<file path="src/rtl/hash_table_linear_probe_macros.svh">
// Assertion macros shared by the hash table RTL.
`ifndef HASH_TABLE_LINEAR_PROBE_MACROS_SVH
`define HASH_TABLE_LINEAR_PROBE_MACROS_SVH

// Check on every rising edge of clk, quiet while rst is high.
`define HTLP_CHECK(lbl, prop, msg) \
  lbl: assert property (@(posedge clk) disable iff (rst) prop) else $error(msg);

// Check on every rising edge of clk, reset included.
`define HTLP_CHECK_ALWAYS(lbl, prop, msg) \
  lbl: assert property (@(posedge clk) prop) else $error(msg);

`endif

</file>
<file path="src/rtl/htlp_pkg.sv">
// Shared constants, codes and word types of the hash table.
package htlp_pkg;

  localparam int CAPACITY = 256;
  localparam int IDX_W    = $clog2(CAPACITY);
  localparam int CNT_W    = $clog2(CAPACITY + 1);
  localparam int OCC_W    = 9;
  localparam int KEY_W    = 64;
  localparam int VAL_W    = 64;

  typedef logic [IDX_W-1:0] idx_t;
  typedef logic [CNT_W-1:0] cnt_t;
  typedef logic [OCC_W-1:0] occ_t;

  localparam logic [1:0] OP_INSERT = 2'd1;
  localparam logic [1:0] OP_REMOVE = 2'd2;

  localparam logic [2:0] ST_FOUND     = 3'd0;
  localparam logic [2:0] ST_NOT_FOUND = 3'd1;
  localparam logic [2:0] ST_UPDATED   = 3'd2;
  localparam logic [2:0] ST_INSERTED  = 3'd3;
  localparam logic [2:0] ST_REMOVED   = 3'd4;
  localparam logic [2:0] ST_FULL      = 3'd5;

  localparam logic [1:0] MARK_EMPTY = 2'd0;
  localparam logic [1:0] MARK_LIVE  = 2'd1;
  localparam logic [1:0] MARK_TOMB  = 2'd2;

  localparam logic [63:0] MIX_C0 = 64'h9e3779b97f4a7c15;
  localparam logic [63:0] MIX_C1 = 64'hbf58476d1ce4e5b9;
  localparam logic [63:0] MIX_C2 = 64'h94d049bb133111eb;

  typedef struct packed {
    logic [1:0]       op;
    logic [KEY_W-1:0] key;
    logic [VAL_W-1:0] value;
  } cmd_t;

  typedef struct packed {
    logic [2:0]       status;
    logic [VAL_W-1:0] read_value;
    occ_t             occupancy;
  } rsp_t;

  typedef struct packed {
    logic [1:0]       mark;
    logic [KEY_W-1:0] key;
    logic [VAL_W-1:0] value;
  } slot_t;

endpackage

</file>
<file path="src/rtl/htlp_hash.sv">
// Five-stage splitmix64 pipeline that yields the home slot of a key.
module htlp_hash (
  input  logic                    clk,
  input  logic                    rst,
  input  logic                    in_valid,
  input  logic [63:0]             key,
  output logic                    out_valid,
  output htlp_pkg::idx_t          home
);

  logic [4:0]  vld;
  logic [63:0] s1_x;
  logic [63:0] s2_ll;
  logic [31:0] s2_lh;
  logic [31:0] s2_hl;
  logic [63:0] s3_x;
  logic [63:0] s4_ll;
  logic [31:0] s4_lh;
  logic [31:0] s4_hl;
  logic [63:0] add0;
  logic [63:0] prod1;
  logic [63:0] mix1;
  logic [63:0] prod2;
  logic [63:0] mix2;

  assign add0  = key + htlp_pkg::MIX_C0;
  assign prod1 = s2_ll + {s2_lh + s2_hl, 32'b0};
  assign mix1  = prod1 ^ (prod1 >> 27);
  assign prod2 = s4_ll + {s4_lh + s4_hl, 32'b0};
  assign mix2  = prod2 ^ (prod2 >> 31);

  always_ff @(posedge clk) begin
    if (rst) begin
      vld <= '0;
    end else begin
      vld <= {vld[3:0], in_valid};
    end
    // 64x64 low product split into one full and two cross 32x32 products
    s1_x  <= add0 ^ (add0 >> 30);
    s2_ll <= s1_x[31:0] * htlp_pkg::MIX_C1[31:0];
    s2_lh <= 32'(s1_x[31:0] * htlp_pkg::MIX_C1[63:32]);
    s2_hl <= 32'(s1_x[63:32] * htlp_pkg::MIX_C1[31:0]);
    s3_x  <= mix1;
    s4_ll <= s3_x[31:0] * htlp_pkg::MIX_C2[31:0];
    s4_lh <= 32'(s3_x[31:0] * htlp_pkg::MIX_C2[63:32]);
    s4_hl <= 32'(s3_x[63:32] * htlp_pkg::MIX_C2[31:0]);
    home  <= mix2[htlp_pkg::IDX_W-1:0];
  end

  assign out_valid = vld[4];

endmodule

</file>
<file path="config.mk">
export PLATFORM = sky130hd
export DESIGN_NAME = htlp_hash
export DESIGN_NICKNAME = d
export VERILOG_FILES = /design/src/rtl/hash_table_linear_probe_macros.svh /design/src/rtl/htlp_pkg.sv /design/src/rtl/htlp_hash.sv
export SDC_FILE = /design/constraint.sdc
export NUM_CORES = 2
export LEC_CHECK = 0
export BUFFER_PORTS_ARGS = -buffer_cell sky130_fd_sc_hd__buf_2
export CAP_MARGIN = 5
export CORE_MARGIN = 2
export CORE_UTILIZATION = 33
export CTS_CLUSTER_DIAMETER = 80
export DETAILED_ROUTE_END_ITERATION = 16
export GPL_TIMING_DRIVEN = 0
export PLACE_DENSITY_LB_ADDON = 0.3
export REMOVE_ABC_BUFFERS = 1
export SLEW_MARGIN = 5
export SYNTH_ARGS = -nofsm -noshare
export SYNTH_HDL_FRONTEND = slang
export SYNTH_SLANG_ARGS = --single-unit
</file>
<file path="constraint.sdc">
create_clock -name clk -period 7.95 [get_ports clk]
set_input_delay 1.59 -clock clk [delete_from_list [all_inputs] [get_ports clk]]
set_output_delay 1.59 -clock clk [all_outputs]
set_load 0.05 [all_outputs]
</file>
Word level (Yosys, flattened, before mapping)
Index checks and enable logic that the tools add are counted.

Flip-flop bits (word level): 319. Latch bits: 0. Memory bits (writable): 0. Bits in read-only memories: 0. Input port bits: 67. Output and inout bits: 9. Logic and storage cells: 24. Memories kept: 0.

Add/sub/neg operators: 5. Multiply operators: 6. Div/mod/pow operators: 0. $lt $le $gt $ge: 0. Eq/ne operators: 0. Shift operators: 0. Multiplexer cells: 0. Bitwise gates (word level): 3. Reduce and logical (&&, ||, !) cells: 0.

Operator list (number): $add 61x64->64 (1); $add 64x64->64 const B (1); $xor 64x34->64 (1); $xor 64x37->64 (1); $mul 32x29->61 const B (1); $add 39x39->39 (1); $mul 32x29->39 const B (1); $add 32x32->32 (1); $mul 32x29->32 const B (1); $mul 32x29->7 const B (1); $mul 32x32->32 const B (1); $mul 32x32->7 const B (1); $xor 8x8->8 (1); $add 7x7->7 (1).

Longest topological paths before layout
Depth after elaboration: 3. Mapped depth: 27. Gate-level depth less buffers: 26.

Worst setup path before layout
Ideal clock, no wire load.

Path kind: register -> register. Start point: register s1_x[19]. End point: register s2_ll[59]. Library setup time: 95 ps. Data arrival time: 7201 ps. Required time: 7855 ps. Slack: 654 ps. Stages on the path, launching flop included: 23. Buffers on the path: 1. Period minus slack after synthesis: 7296 ps. Cells stage by stage: dfxtp_1 -> ha_1 -> fa_1 -> inv_1 -> fa_1 -> fa_1 -> fa_1 -> fa_1 -> inv_1 -> fa_1 -> fa_1 -> ha_1 -> clkbuf_1 -> nand2_1 -> a2111oi_0 -> a211oi_1 -> a31oi_1 -> a31oi_1 -> o31a_1 -> o41a_1 -> o32ai_2 -> o22ai_1 -> o311ai_1.

Longest elaborated chain between the ends: 1.

Ends and longest elaborated chain: from (decl) (line htlp_hash.sv:12) `logic [63:0] s1_x;`; from (signal assigned) (line htlp_hash.sv:39) `s1_x <= add0 ^ (add0 >> 30);`; $mul 32x29->61 (line htlp_hash.sv:40) `s2_ll <= s1_x[31:0] * htlp_pkg::MIX_C1[31:0];`; to (signal assigned) (line htlp_hash.sv:40); to (decl) (line htlp_hash.sv:13) `logic [63:0] s2_ll;`.

No other way between the ends. A chain may end at the register's enable or synchronous reset.

Final worst setup path
Start point: register s1_x[26]. End point: register s2_ll[59].

The elaborated chain is that of the path after synthesis.

==> summary by stage <==
Run status
The flow ran to the end, and the final reports show no timing, DRC or antenna violations.

Route
The number of iterations in the first detailed-routing pass is 5. The DRC violation total after the first TritonRoute iteration is 1955. The final layout contains routed wiring with a total length of 158000 um. The via count is 36601. After detailed routing, the number of remaining DRC violations is 0. Using the TritonRoute via totals, the vias-per-cell ratio works out to roughly 4.7. In the final routed layout, each cell accounts on average for 20.2 um. In this run the remaining antenna-violating nets after routing total 0.

Logic synthesis
For this run, the number of Yosys warnings is 0. The number of register bits inferred by synthesis is 265. The number of enable-type register cells in the synthesized netlist is 0. Synthesis produced a netlist whose cell count is approximately 5500. By area the synthesized netlist is led by sky130_fd_sc_hd__fa_1 (38%), sky130_fd_sc_hd__ha_1 (24%), sky130_fd_sc_hd__inv_1 (11%). In this run, distinct cell masters in the synthesized netlist total a little under 80. The leading area contributor after synthesis is sky130_fd_sc_hd__fa_1. The summed instance area of the synthesized netlist is ~55000 sq um. After synthesis, the share of flip-flops with an asynchronous set or reset is 0. For this run, the register share of the synthesized area comes to 0.0958. The prevailing post-synth register cell is sky130_fd_sc_hd__dfxtp_1. The synthesized area divided by synthesized cell count is between 10 and 15 sq um.

The top-area cell type share of the netlist area is 0.383.

Place
The weighted congestion at the end of routability-driven global placement is ~0.97. The count of input and output buffers is between 70 and 80. Summed over all nets, the half-perimeter wirelength after detailed placement is between 100000 and 150000 um.

The number of cells in the design after placement is about 7700.

Hold path
The tightest min-delay check is of the flip-flop to flip-flop type.

Clock network
The number of buffers added by the clock tree synthesis step is 30. The maximum level of the CTS H-tree is 1. TritonCTS built the clock tree. For this design, the sink count on the clock tree is 265. The insertion delay of the later-clocked pin in the worst-skew pair is ~630 ps. Clock tree synthesis selected as its root buffer the cell sky130_fd_sc_hd__clkbuf_16. The cts-stage hold buffer count is 0. After clock tree synthesis, the clock-pin slew on the worst setup and hold paths is approximately 70 ps. The buffer levels on the longest clock path is 3.

STA
Subtracting the final worst setup slack from the clock period gives 7800 ps. The maximum clock rate is 128 MHz. On the final layout, the worst hold slack is 427 ps. The headroom to the max-slew limit is 0.224. The number of hold violations in the final report came to 0.

The final count of negative-setup-slack endpoints is 0. The number of slew-limit violations in the final report came to 0. For the pin with the worst max-slew slack, the measured transition is 1160 ps. Of the available clock period, the critical path in the final layout requires 0.981. Clock skew on the completed layout was measured at between 30 and 40 ps. The total negative slack is 0 ps.

Global route
Entering global routing, the biggest net connects 17 pins. The via count of the first global-routing pass came to 39632. The total congestion overflow after global routing is 0. The aggregate global-route resource usage is 0.189. The first global-routing pass estimated about 240000 um of wire.

The initial antenna violation count came to 4.

Worst setup path
The critical path endpoint category is a flip-flop. STA puts the critical path data required time at between 8000 and 9000 ps. Data arrives at the worst endpoint at 8340 ps. By startpoint and endpoint, the worst setup path is classified as flip-flop to flip-flop. The worst setup path is launched from a flip-flop. The biggest fanout along the worst timing path is 11.

Cells and area
For this run, the number of standard cells in the final layout without fillers is 7832. The final-stage net count is ~7800. In the layout the commonest cells are sky130_fd_sc_hd__inv_1 (1678), sky130_fd_sc_hd__fa_1 (1059), sky130_fd_sc_hd__ha_1 (1027). Of the cells placed in the final design, the portion with a size suffix greater than 1 is 0.0451.

The multi-input logic area is ~44000 sq um. The sequential cells in the finished layout cover a total of roughly 5400 sq um. The growth of design area from synthesis to finish is 8.61%.

The layout has 16857 filler cells. The leading cell type in the layout, fill and taps excluded is sky130_fd_sc_hd__inv_1.

Floorplanning
The starting density of the core is 0.332. Measured along the x axis, the die boundary spans just over 400 um. The count of pins on the block boundary is 76. The core region area is ~170000 sq um. The floorplan step defined a die boundary enclosing 171000 sq um.

The standard-cell row count is 150. The floorplan step set the die height to between 400 and 500 um.

Run
The tool flagged a number of max-cap violations equal to 0.
[registers in the layout (all words and copies together) (netlist names)]
signal,count
s3_x,39
s2_ll,59
s4_ll,12
s1_x,64
s4_lh,7
s2_hl,32
vld,5
home,8
s2_lh,32
s4_hl,7
[logic make-up (layout without fill, tap and decap cells)]
logic type	count (synthesis)	after routing	synth area share
AND/OR/NAND/NOR	390	390	0.0343
buffers and inverters	1691	1853	0.115
AO/OA/AOI/OAI	589	589	0.0690
other	0	2	0
adder cells (fa/ha/maj)	2102	2102	0.619
XOR/XNOR	427	427	0.0677
flip-flops	265	265	0.0958
[metal layers]
| metal | vias to the layer above | share of wire | global-route usage |
|---|---|---|---|
| met1 | 18311 | 0.44 | 0.254 |
| met5 | - | 0.00010 | 0 |
| li1 | 17094 | - | - |
| met4 | 2 | 0.042 | 0.0641 |
| met3 | 264 | 0.053 | 0.0268 |
| met2 | 930 | 0.46 | 0.311 |
[per-stage QoR]
stage / instance area [sq um] / util / setup slack [ps]
detailed placement: 58500 / 0.350 / -1420
CTS: 59800 / 0.359 / 4.15
finish: 60100 / 0.360 / 148
global route: 60100 / 0.360 / -5.24
global placement: 58500 / 0.350 / -1510
floorplan: 55300 / - / 707
[synthesized netlist by cell type (all sizes together) (10+ instances only)]
master and count:
o21a 33, clkbuf 12, fa 1059, ha 1043
o21bai 28, xor2 122, dfxtp 265, a21o 103
a21oi 178, nand2b 22, nor3 29, a2111oi 11
nor2b 26, nand2 97, xnor2 305, a31oi 19
nand3 26, a211oi 25, inv 1679, nor2 111
and2 10, nand4 17, and3 17, o21ai 107
[final timing paths]
| check | from | to | slack (ps) | depth (start not counted) |
|---|---|---|---|---|
| max | s1_x[26]$_DFF_P_ | s2_ll[59]$_DFF_P_ | 150 | 21 |
| min | s2_ll[4]$_DFF_P_ | s3_x[4]$_DFF_P_ | 430 | 1 |
| max reg2reg | s1_x[26]$_DFF_P_ | s2_ll[59]$_DFF_P_ | 150 | 21 |
| min reg2reg | s2_ll[4]$_DFF_P_ | s3_x[4]$_DFF_P_ | 430 | 1 |
[repair_timing]
item	4_1_cts	5_1_grt
resized for setup	65	23
endpoints found under the setup margin	28	14
pin swaps	3	7
setup buffers	18	26
[area by class of cell]
| cell class | count | area share |
|---|---|---|
| Sequential cell | 265 | 0.0897 |
| Clock buffer | 37 | 0.0134 |
| Inverter | 1679 | 0.105 |
| Clock inverter | 18 | 0.00441 |
| Multi-Input combinational cell | 3508 | 0.730 |
| Antenna cell | 2 | 0.0000832 |
| Timing Repair Buffer | 119 | 0.0117 |
| Tap cell | 2204 | 0.0458 |
[worst max-delay path, cell delays in order, from the launching register on]
cell                       delay [ps]
sky130_fd_sc_hd__dfxtp_1          850
sky130_fd_sc_hd__ha_1             620
sky130_fd_sc_hd__inv_1            140
sky130_fd_sc_hd__fa_1             510
sky130_fd_sc_hd__fa_1             520
sky130_fd_sc_hd__inv_1             40
sky130_fd_sc_hd__ha_1             270
sky130_fd_sc_hd__inv_1             70
sky130_fd_sc_hd__fa_1             500
sky130_fd_sc_hd__inv_1             50
sky130_fd_sc_hd__fa_1             480
sky130_fd_sc_hd__fa_1             590
sky130_fd_sc_hd__fa_1             450
sky130_fd_sc_hd__ha_1             410
sky130_fd_sc_hd__nand2_1          120
sky130_fd_sc_hd__nor2_1           340
sky130_fd_sc_hd__a31oi_2          170
sky130_fd_sc_hd__o31a_1           380
sky130_fd_sc_hd__o41a_1           420
sky130_fd_sc_hd__o32ai_4          370
sky130_fd_sc_hd__o22ai_4          140
sky130_fd_sc_hd__o311ai_2         260
Power is not shown: default switching activity piles up to over one toggle a cycle in this logic, so the estimate is an artifact.
