--- config.mk ---
export PLATFORM = sky130hd
export DESIGN_NAME = htlp_ram
export DESIGN_NICKNAME = d
export VERILOG_FILES = /design/src/rtl/hash_table_linear_probe_macros.svh /design/src/rtl/htlp_ram.sv
export SDC_FILE = /design/constraint.sdc
export NUM_CORES = 1
export LEC_CHECK = 0
export ABC_AREA = 1
export BUFFER_PORTS_ARGS = -buffer_cell sky130_fd_sc_hd__buf_4
export CAP_MARGIN = 20
export CORE_ASPECT_RATIO = 1.4
export CORE_MARGIN = 3
export CORE_UTILIZATION = 53
export CTS_CLUSTER_DIAMETER = 60
export DETAILED_ROUTE_END_ITERATION = 12
export PLACE_DENSITY = 0.7
export REMOVE_ABC_BUFFERS = 1
export SYNTH_ARGS = -nofsm -noshare
export SYNTH_HDL_FRONTEND = slang
export SYNTH_SLANG_ARGS = --single-unit
--- constraint.sdc ---
create_clock -name clk -period 2 [get_ports clk]
set_input_delay 0.1 -clock clk [delete_from_list [all_inputs] [get_ports clk]]
set_output_delay 0.1 -clock clk [all_outputs]
set_load 0.01 [all_outputs]
--- src/rtl/hash_table_linear_probe_macros.svh ---
// Assertion macros shared by the hash table RTL.
`ifndef HASH_TABLE_LINEAR_PROBE_MACROS_SVH
`define HASH_TABLE_LINEAR_PROBE_MACROS_SVH

// Check on every rising edge of clk, quiet while rst is high.
`define HTLP_CHECK(lbl, prop, msg) \
  lbl: assert property (@(posedge clk) disable iff (rst) prop) else $error(msg);

// Check on every rising edge of clk, reset included.
`define HTLP_CHECK_ALWAYS(lbl, prop, msg) \
  lbl: assert property (@(posedge clk) prop) else $error(msg);

`endif

--- src/rtl/htlp_ram.sv ---
// Generic single-write, single-read RAM with registered read data.
module htlp_ram #(
  parameter int WIDTH = 8,
  parameter int DEPTH = 16,
  parameter int AW    = $clog2(DEPTH)
) (
  input  logic             clk,
  input  logic             we,
  input  logic [AW-1:0]    waddr,
  input  logic [WIDTH-1:0] wdata,
  input  logic [AW-1:0]    raddr,
  output logic [WIDTH-1:0] rdata
);

  logic [WIDTH-1:0] mem [DEPTH];

  always_ff @(posedge clk) begin
    if (we) begin
      mem[waddr] <= wdata;
    end
    rdata <= mem[raddr];
  end

endmodule

# ---- After elaboration in Yosys (flattened, before gate mapping)
# Memories as Yosys holds them, arrays and structs flattened. A register that Yosys moved wholly into a read port is not among the register bits.
# Cells that the tools add are included.
dict set report classes {
  n_mux 2
}
# op n
set ops {}
lappend ops {{two-way mux 1 bit} 2}
dict set report totals {
  out_inout_bits 8
  memories 1
  in_bits 18
  ram_bits 128
  ff_bits 0
}
# name depth word_bits read_ports rd_clocked_by_memory_dff write_ports line_no
set memory_table {}
lappend memory_table {mem 16 8 1 1 1 htlp_ram.sv:15} ;# logic [WIDTH-1:0] mem [DEPTH];

# ---- Depth between registers and ports, before layout
# Gate-level depths: netlist (run 1).
dict set report logic_depth {
  ltp_word 2
  ltp_mapped 8
}

# ---- Worst setup path before layout (run 1)
# No wires, ideal clock.
dict set report synth_path {
  path_kind {input-to-reg}
  startpoint {in waddr[2]}
  endpoint {mem mem[10][0], enable pin}
  setup_ns 0.370
  arrival_time_ns 0.681
  path_stages 2
  t_required_ns 1.630
  setup_slack_ns 0.949
  n_path_buf 0
  cell_sequence {nand3b_1 > nor2_1}
}
# element line_no
set synth_lines {}
lappend synth_lines {{from (decl)} htlp_ram.sv:9} ;# input logic [AW-1:0] waddr,
lappend synth_lines {{to (decl)} htlp_ram.sv:15}
# No word-level cell before the write port.

# ---- Final worst setup path (run 1)
dict set report layout_path {
  startpoint {in waddr[2]}
  endpoint {mem mem[8][7], enable pin}
}
# No word-level cell before the write port.

==> run metrics, run 1 <==
routed via count 3822; Worst Path Arrival roughly 1.2 ns; register area 0.004004 mm2; Clock transition at path regs 0.05 ns; Max Fclk approximately 870 MHz; Reg2Reg Depth 6; final wirelength approximately 13000 um; sequential fraction of the synthesis area 0.6943; post-CTS sizing 0; Post-synth EDFFs 128; gr usage total 0.2269; Core Region 0.01052 mm2; worst path required time 2.04 ns; Post-CTS Setup Repair Bufs 0; Worst Setup EP mem[8][7]; CTS tree done; antenna violations before repair 0; top-count cell post-synth nand2_1; gpl congestion 0.9042; Synth area leader edfxtp_1; Post-DP HPWL 8068 um; row cnt 44; CTS buffer count 17; Die X 94.16 um; Max-Cap Viols 0; fraction of registers with async set/reset 0; Routed Antenna Nets 0; Initial Util 0.5484; average wire per standard cell 17.21 um; pwr dens 1036 mW/mm2; RR Endpoint rdata[0]; largest net degree at the start of global routing 65; Post-DP Area 0.006026 mm2; hold depth 1; hold_ws 0.04480 ns; post-route setup TNS 0 ns; Final setup viols 0; startpoint types input port; status finished, final reports clean; Most used DFF post-synth edfxtp_1; full die area roughly 0.012 mm2; Remaining DRCs 0; CP startpoint waddr[2]; First-pass DRT Iterations 6; Fillers 830; CP endpoint kind flip-flop; Ports 26; static leakage 2.885 nW; Final min period roughly 1.1 ns; commonest cells in the netlist 173 x nand2_1, 128 x edfxtp_1, 100 x inv_1, 97 x nand3_1, 17 x nor2_1; clock latency on the worst-skew pair 0.42 ns; normalized max-slew margin 0.4501; RR Startpoint mem[1][0]; number of nets in the layout between 500 and 600; DRT iter0 DRCs around 360; RSZ-0062 raised after global routing false; Area contributors post-synth edfxtp_1 67%, nand2_1 11%, nand3_1 8.4%, inv_1 6.5%, dfxtp_1 2.8%; final core occ 0.6343; final worst-path cycle share 0.5722; Distinct cells, synth 12; htree depth 4; syn_area_per_cell 10.47 um2; Tightest Hold Check Type in -> reg; gr ovfl total 0; Die Height 129.4 um; Max IR drop VDD 651.1 uV; ANT cells 0; final hold violations 0; Crit Path Category in -> reg; Synth top area share 0.6665; layout cell share with drive strength beyond 1 0.1064; Yosys reg bits between 100 and 150; Port Buf Inserts 25; vias in the first global route 3757; hold buffers post-CTS 1; area of the multi-input gates 0.001214 mm2; CTS Buffer Depth 2; routed vias/inst 5.236; Sink Count between 100 and 150; total power 6.913 mW; Setup Skew 0.007814 ns; post-route cell area 0.006670 mm2; Area Overhead vs Synth 15.67%; first-pass GRT wire length around 20000 um; Mapped Area 0.005767 mm2; CTS root buffer clkbuf_16; r2r setup slk around 0.96 ns; Syn Inst Count 551; Worst-Margin Slew 0.8217 ns; CP max FO 8; fin. max-slew vios 0; Yosys warnings 0
## registers in the layout (all words and copies together), names as in the netlist
name / flops
mem: 128
rdata: 8
## cell type report
| class | instances | area share |
|---|---|---|
| Clock buffer | 18 | 0.06434 |
| Clock inverter | 14 | 0.03076 |
| Inverter | 102 | 0.05740 |
| Multi-Input combinational cell | 289 | 0.1820 |
| Sequential cell | 136 | 0.6003 |
| Tap cell | 138 | 0.02589 |
| Timing Repair Buffer | 33 | 0.03939 |
## placed cells by master, fill, tap and decap left out, drive strengths merged
cell type / Yosys / final
clkbuf: 0 / 18
nand2: 173 / 173
dlygate4sd3: 0 / 1
nor2: 17 / 17
nand3b: 2 / 2
inv: 102 / 102
nand3: 97 / 97
bufinv: 0 / 5
buf: 24 / 32
edfxtp: 128 / 128
dfxtp: 8 / 8
clkinv: 0 / 7
clkinvlp: 0 / 2
## kinds of logic (layout without fill, tap and decap cells)
kind of cell	after synthesis	after routing	synth area share
buffers and inverters	126	167	0.09525
and+or+nand+nor	289	289	0.2105
DFF	136	136	0.6943
## power by group
| group | switching, mW | leakage, nW | internal, mW | total, mW |
|---|---|---|---|---|
| logic | 0.274 | 1.36 | 0.128 | 0.402 |
| registers | 0.0194 | 1.22 | 3.19 | 3.21 |
| clock network | 1.11 | 0.305 | 2.20 | 3.30 |
## metal layers
layer | global-route usage | share of wire
met5 | 0 | 0
met4 | 0.1131 | 0.034
met3 | 0.05575 | 0.052
met2 | 0.3737 | 0.51
met1 | 0.2794 | 0.40
## worst max-delay path, cell delays in order
cell and delay [ns]:
buf_4 0.12, nand3b_1 0.27, nor2_1 0.69
## how the worst min path moves through the flow
stage,startpoint,end
after global routing,wdata[1],mem[10][1]
after detailed placement,raddr[3],rdata[6]
final,wdata[3],mem[12][3]
after floorplan,wdata[0],mem[0][0]
after CTS,wdata[3],mem[8][3]
after global placement,raddr[3],rdata[5]
## metrics by stage
step / std cells / setup slack (ns)
floorplan: 527 / 0.9195
global placement: 697 / 0.4920
detailed placement: 697 / 0.4593
CTS: 730 / 0.8929
global route: 730 / 0.8398
finish: 730 / 0.8557
Note: power is estimated with default switching activity, not from simulation.
==> run 2, diff against run 1 <==
ABC_AREA = 0   (was 1)
PLACE_DENSITY = 0.73   (was 0.7)
clock period = 1.03 ns   (was 2 ns; I/O delays follow)
==> run metrics, run 2 <==
max reg flops 128 (unchanged); Crit path max-delay family multiplexers; most common cell after layout, fill and taps aside edfxtp_1; number of nets in the layout 321 (-46%); RR Startpoint mem[2][6]; total power 12.83 mW (+86%); area of the multi-input gates 0.001055 mm2 (-13%); failing checks setup timing; routed vias/inst 5.849 (+12%); Max-Cap Viols 0 (unchanged); antenna violations before repair 0 (unchanged); routed via count 2474 (-35%); Reg2Reg Depth 3 (-3); row cnt 41 (-6.8%); final hold violations 0 (unchanged); CP max FO 1 (-7); CTS Buffer Depth 2 (unchanged); Clock power frac 0.459 (-0.019); gr usage total 0.2061 (-0.02083); Ports 26 (unchanged); ANT cells 0 (unchanged); Crit Path Category reg -> reg; crit-path max cell delay 0.53 ns (-0.16 ns); most frequent cells in the layout 128 x edfxtp_1, 53 x buf_4, 28 x mux4_2; top-count cell post-synth edfxtp_1; Synth area leader edfxtp_1; CTS root buffer clkbuf_16; biggest regs mem (128), rdata (8); worst path required time 1.33 ns (-0.71 ns); clock latency on the worst-skew pair 0.41 ns (about the same); CTS buffer count 17 (unchanged); CTS tree done; Distinct cells, synth 19 (+7); sequential fraction of the synthesis area 0.7778 (+0.08354); CP max-delay cell mux4_2; Mapped Area 0.005147 mm2 (-11%); Clock transition at path regs 0.06 ns (about the same); Switching Share 0.1960 (-0.006796); fraction of registers with async set/reset 0 (unchanged); Final setup viols 8 (+8); Worst Path Arrival 1.61 ns (+0.43 ns); status finished with violations; hold depth 3 (+2); Post-synth EDFFs 128 (unchanged); Final min period 1.312 ns; DRT iter0 DRCs 323 (-9.8%); Seq pwr share 0.486 (+0.022); Psw 2.514 mW (+79%); min-delay src waddr[0]; Post-CTS Setup Repair Bufs 0 (unchanged); CP startpoint mem[2][6]; Max IR drop VDD 1485 uV (+130%); startpoint types flip-flop; Synth top area share 0.7467 (+0.08020); fin. max-slew vios 0 (unchanged); Fillers 581 (-30%); Port Buf Inserts 25 (unchanged); syn_area_per_cell 22.48 um2 (+110%); pwr dens 2024 mW/mm2 (+95%); Tightest Hold Check Type in -> reg; Yosys reg bits 136 (unchanged); final wirelength 9864 um (-21%); CP endpoint kind flip-flop; static leakage 2.183 nW (-24%); Setup Skew 0.003436 ns (-0.004378 ns); Area Overhead vs Synth 23.12%; register area 0.004004 mm2 (unchanged); Syn Inst Count 229 (-58%); largest net degree at the start of global routing 17 (-74%); RSZ-0062 raised after global routing true; Remaining DRCs 0 (unchanged); vias in the first global route 2621 (-30%); total internal power 10.31 mW (+87%); sum of buffers and inverters on the critical path 0 (-1); Die X 89.29 um (-5.2%); first-pass GRT wire length 15140 um (-24%); Initial Util 0.5575 (+0.009023); Routed Antenna Nets 0 (unchanged); First-pass DRT Iterations 6 (unchanged); most flop-heavy register mem; Logic pwr share 0.055 (-0.003); final worst-path cycle share 1.274; normalized max-slew margin 0.3992 (-0.05092); Most used DFF post-synth edfxtp_1; Max Fclk about 760 MHz; WP depth 3 (unchanged); Area contributors post-synth edfxtp_1 75%, mux4_2 7.9%, mux4_1 7.1%, dfxtp_1 3.1%, a22oi_1 2.3%; average wire per standard cell 23.32 um (+36%); full die area 0.01095 mm2 (-10%); CP Cell Sequence mux4_2 > a22oi_2 > nand2_1; fin worst setup slack -0.2820 ns (-1.138 ns); Die Height 122.6 um (-5.3%); pre-CTS WS -0.3411 ns (-0.8004 ns); gpl congestion 0.7816 (-14%); htree depth 4 (unchanged); Worst-Margin Slew 0.8978 ns (+0.07610 ns); Yosys warnings 0 (unchanged); gr ovfl total 0 (unchanged); layout cell share with drive strength beyond 1 0.3924 (+0.2860); Sink Count 136 (unchanged); commonest cells in the netlist 128 x edfxtp_1, 18 x mux4_2, 16 x a22oi_1, 14 x mux4_1, 13 x nor2_1; Core Region 0.009234 mm2 (-12%); Post-DP HPWL 6362 um (-21%)
==> run 2: cell count changes after synthesis, moves of 10 or more <==
cell,change
nand2_1,-164
inv_1,-100
nand3_1,-96
mux4_2,+18
a22oi_1,+16
mux4_1,+14
buf_2,-10
==> run 2: cell type report <==
class,instances,share of cell area
clock buffer,18,0.06772
clock inverter,14,0.02488
multi-input combinational,83,0.1664
sequential,136,0.6318
tap,107,0.02113
timing repair buffer,65,0.08806
==> run 2: worst min-delay path: stages <==
cell	delay (ns)
buf_4	0.12
nor3_1	0.07
buf_4	0.15
==> run 2: final timing paths <==
kind,end,slack (ns)
max,rdata[6],-0.28
min,mem[4][1],0.15
max reg2reg,rdata[6],-0.28
min reg2reg,rdata[6],0.66
==> run 2: timing repair <==
| action | 4_1_cts | 5_1_grt |
|---|---|---|
| hold buffers | 8 | 0 |
| hold endpoints to repair | 128 | 0 |
| gates resized for setup | 12 | 5 |
| setup endpoints to repair | 8 | 8 |
| pin swaps | 5 | 4 |
==> run 2: cell families (layout without fill, tap and decap cells) <==
family                 Yosys count  after routing  synth area share
DFF                            136            136            0.7778
and+or+nand+nor                 35             35           0.03184
muxes                           32             32            0.1502
AOI/OAI and AO/OA               16             16           0.02334
buffers and inverters           10             97           0.01677
==> run 2: power by group through the flow <==
stage | Clock, mW | Combinational [mW] | Sequential, mW
finish | 5.89 | 0.707 | 6.23
global route | 6.21 | 0.767 | 6.24
CTS | 5.97 | 0.711 | 6.23
detailed placement | 0 | 0.660 | 6.34
global placement | 0 | 0.646 | 6.33
floorplan | 0 | 0.248 | 6.35
==> run 2: routing by layer <==
metal / vias to the layer above / track usage / routed length (um)
met1: 1245 / 0.2656 / 3850
met5: - / 0 / 0
met2: 92 / 0.3256 / 5113
met3: 25 / 0.05977 / 590
li1: 1112 / - / -
met4: 0 / 0.09125 / 310
==> run 2: metrics by stage <==
| stage | util | cell area, um2 | TNS (ns) | instances | hold WS, ns |
|---|---|---|---|---|---|
| 3_3_place_gp | 0.6144 | 5673 | -20.46 | 383 | 0.3468 |
| 5_1_grt | 0.6863 | 6337 | -2.204 | 423 | 0.1501 |
| 2_1_floorplan | - | 5061 | -16.25 | 219 | 0.1504 |
| 6_report | 0.6863 | 6337 | -1.860 | 423 | 0.1527 |
| 4_1_cts | 0.6855 | 6330 | -2.038 | 423 | 0.1410 |
| 3_5_place_dp | 0.6144 | 5673 | -23.44 | 383 | 0.3543 |
==> run 3, diff against run 2 <==
ABC_AREA = 1   (was 0)
==> run metrics, run 3 (same netlist as run 1, synthesis figures left out) <==
normalized max-slew margin 0.7744 (+0.3752); row cnt 44 (+7.3%); CTS Buffer Depth 2 (unchanged); Setup Skew 0.005918 ns (+0.002482 ns); Die X 94.16 um (+5.5%); vias in the first global route 3811 (+45%); Top Usage Layer GRT met2; routed vias/inst 5.110 (-13%); GR Util met3 0.04181 (-0.01796); gpl congestion 0.8702 (+11%); final hold violations 0 (unchanged); Routed Antenna Nets 0 (unchanged); CTS tree done; Post-DP HPWL 7887 um (+24%); placed cells 718 (+87%); status finished, final reports clean; worst path required time 1.34 ns (about the same); CP max FO 1 (unchanged); Area Overhead vs Synth 23.11% (about the same); most common cell after layout, fill and taps aside nand2_1; Worst-Margin Slew 0.3380 ns (-0.5599 ns); CP max-delay cell edfxtp_1; Worst Path Arrival 1.29 ns (-0.32 ns); CP endpoint kind flip-flop; ANT cells 0 (unchanged); largest net degree at the start of global routing 40 (+23); Crit Path Category reg -> reg; routed via count 3863 (+56%); gr ovfl total 0 (unchanged); min-delay src wdata[6]; Die Height 129.4 um (+5.6%); total power 14.18 mW (+11%); average wire per standard cell 16.51 um (-29%); Initial Util 0.5484 (-0.009023); number of nets in the layout 623 (+94%); CP startpoint mem[0][2]; Non-Filler Instances 756 (+79%); final worst-path cycle share 0.9534 (-0.3203); layout cell share with drive strength beyond 1 0.1602 (-0.2322); Tightest Hold Check Type in -> reg; full die area 0.01219 mm2 (+11%); Max-Cap Viols 0 (unchanged); static leakage 3.112 nW (+43%); clock latency on the worst-skew pair 0.41 ns (about the same); Max Fclk 1018 MHz (+34%); RR Startpoint mem[0][2]; met2 usage 0.3896 (+0.06399); DRT iter0 DRCs 269 (-17%); CTS buffer count 17 (unchanged); antenna violations before repair 0 (unchanged); Core Region 0.01052 mm2 (+14%); max reg flops 128 (unchanged); Ports 26 (unchanged); First-pass DRT Iterations 4 (-2); Sink Count 136 (unchanged); most frequent cells in the layout 173 x nand2_1, 128 x edfxtp_1, 100 x inv_1; Final setup viols 0 (-8); Post-CTS Setup Repair Bufs 0 (unchanged); routing usage on met1 0.2656 (about the same); gr usage total 0.2226 (+0.01652); post-route setup TNS 0 ns (+1.860 ns); fin. max-slew vios 0 (unchanged); pwr dens 1997 mW/mm2 (-1.3%); Final min period 0.9820 ns (-0.3300 ns); first-pass GRT wire length 19680 um (+30%); crit-path max cell delay 0.36 ns (-0.17 ns); htree depth 4 (unchanged); biggest regs mem (128), rdata (8); most flop-heavy register mem; Remaining DRCs 0 (unchanged); CTS root buffer clkbuf_16; Clock transition at path regs 0.06 ns (about the same); final wirelength 12480 um (+27%); CP Cell Sequence inv_1 > nand2_1 > nand3_1 > nand3_1 > nand3_2 > nand2_1; startpoint types flip-flop; Port Buf Inserts 25 (unchanged); Max IR drop VDD 907.1 uV (-39%)
-- run 3: changes by cell type in the layout (fill, tap and decap cells not counted), sizes merged, moves of 4 or more --
cell | before | now
a22oi | 16 | 0
buf | 57 | 53
bufinv | 3 | 7
clkinv | 9 | 5
inv | 0 | 102
mux4 | 32 | 0
nand2 | 9 | 173
nand3 | 1 | 97
nor2 | 13 | 17
nor3 | 4 | 0
-- run 3: per-layer routing --
layer  routed length, um  part of all wire  up-vias
met2                6781              0.54      133
met3                 731             0.059       25
met1                4642              0.37     1824
met5                   0                 0        -
met4                 323             0.026        0
li1                    -                 -     1881
-- run 3: final cells by class --
| type | count | area [um2] |
|---|---|---|
| Clock buffer | 20 | 456.7 |
| Clock inverter | 12 | 246.5 |
| Fill cell | 738 | 3416 |
| Inverter | 102 | 382.9 |
| Multi-Input combinational cell | 289 | 1279 |
| Sequential cell | 136 | 4004 |
| Tap cell | 138 | 172.7 |
| Timing Repair Buffer | 59 | 558.0 |
-- run 3: repair_timing --
action | CTS | global route
setup endpoints to repair | 0 | 7
resized for setup | 0 | 13
hold buffers | 5 | 1
endpoints found under the hold margin | 72 | 4
-- run 3: metrics by stage --
stage / utilization / setup slack (ns) / cell area [um2] / hold slack (ns)
after floorplan: - / -0.001983 / 5600 / 0.1504
final: 0.6752 / 0.04796 / 7099 / 0.01135
after global routing: 0.6752 / -0.001680 / 7099 / 0.001962
after CTS: 0.6680 / 0.02581 / 7024 / 0.003082
after detailed placement: 0.5964 / -0.07998 / 6271 / 0.3559
after global placement: 0.5964 / -0.07396 / 6271 / 0.3553
-- run 3: worst paths after layout --
path	slack, ns	depth (start not counted)	endpoint
hold / removal	0.01	1	mem[7][6]
hold reg to reg	0.67	6	rdata[6]
setup reg to reg	0.05	6	rdata[2]
setup / recovery	0.05	6	rdata[2]
-- run 3: worst max-delay path, delay by kind of cell, from the launching register on --
family / cells / cell delay, ns
buf+inv: 1 / 0.07
flops: 1 / 0.36
simple gates: 5 / 0.45
-- run 3: report_power, final --
part           switching (mW)  internal, mW  leakage, nW  total [mW]
Sequential             0.0353          6.19         1.22        6.22
Clock                    2.14          4.91        0.344        7.05
Combinational           0.562         0.337         1.54       0.899
Total                    2.74          11.4         3.11        14.2
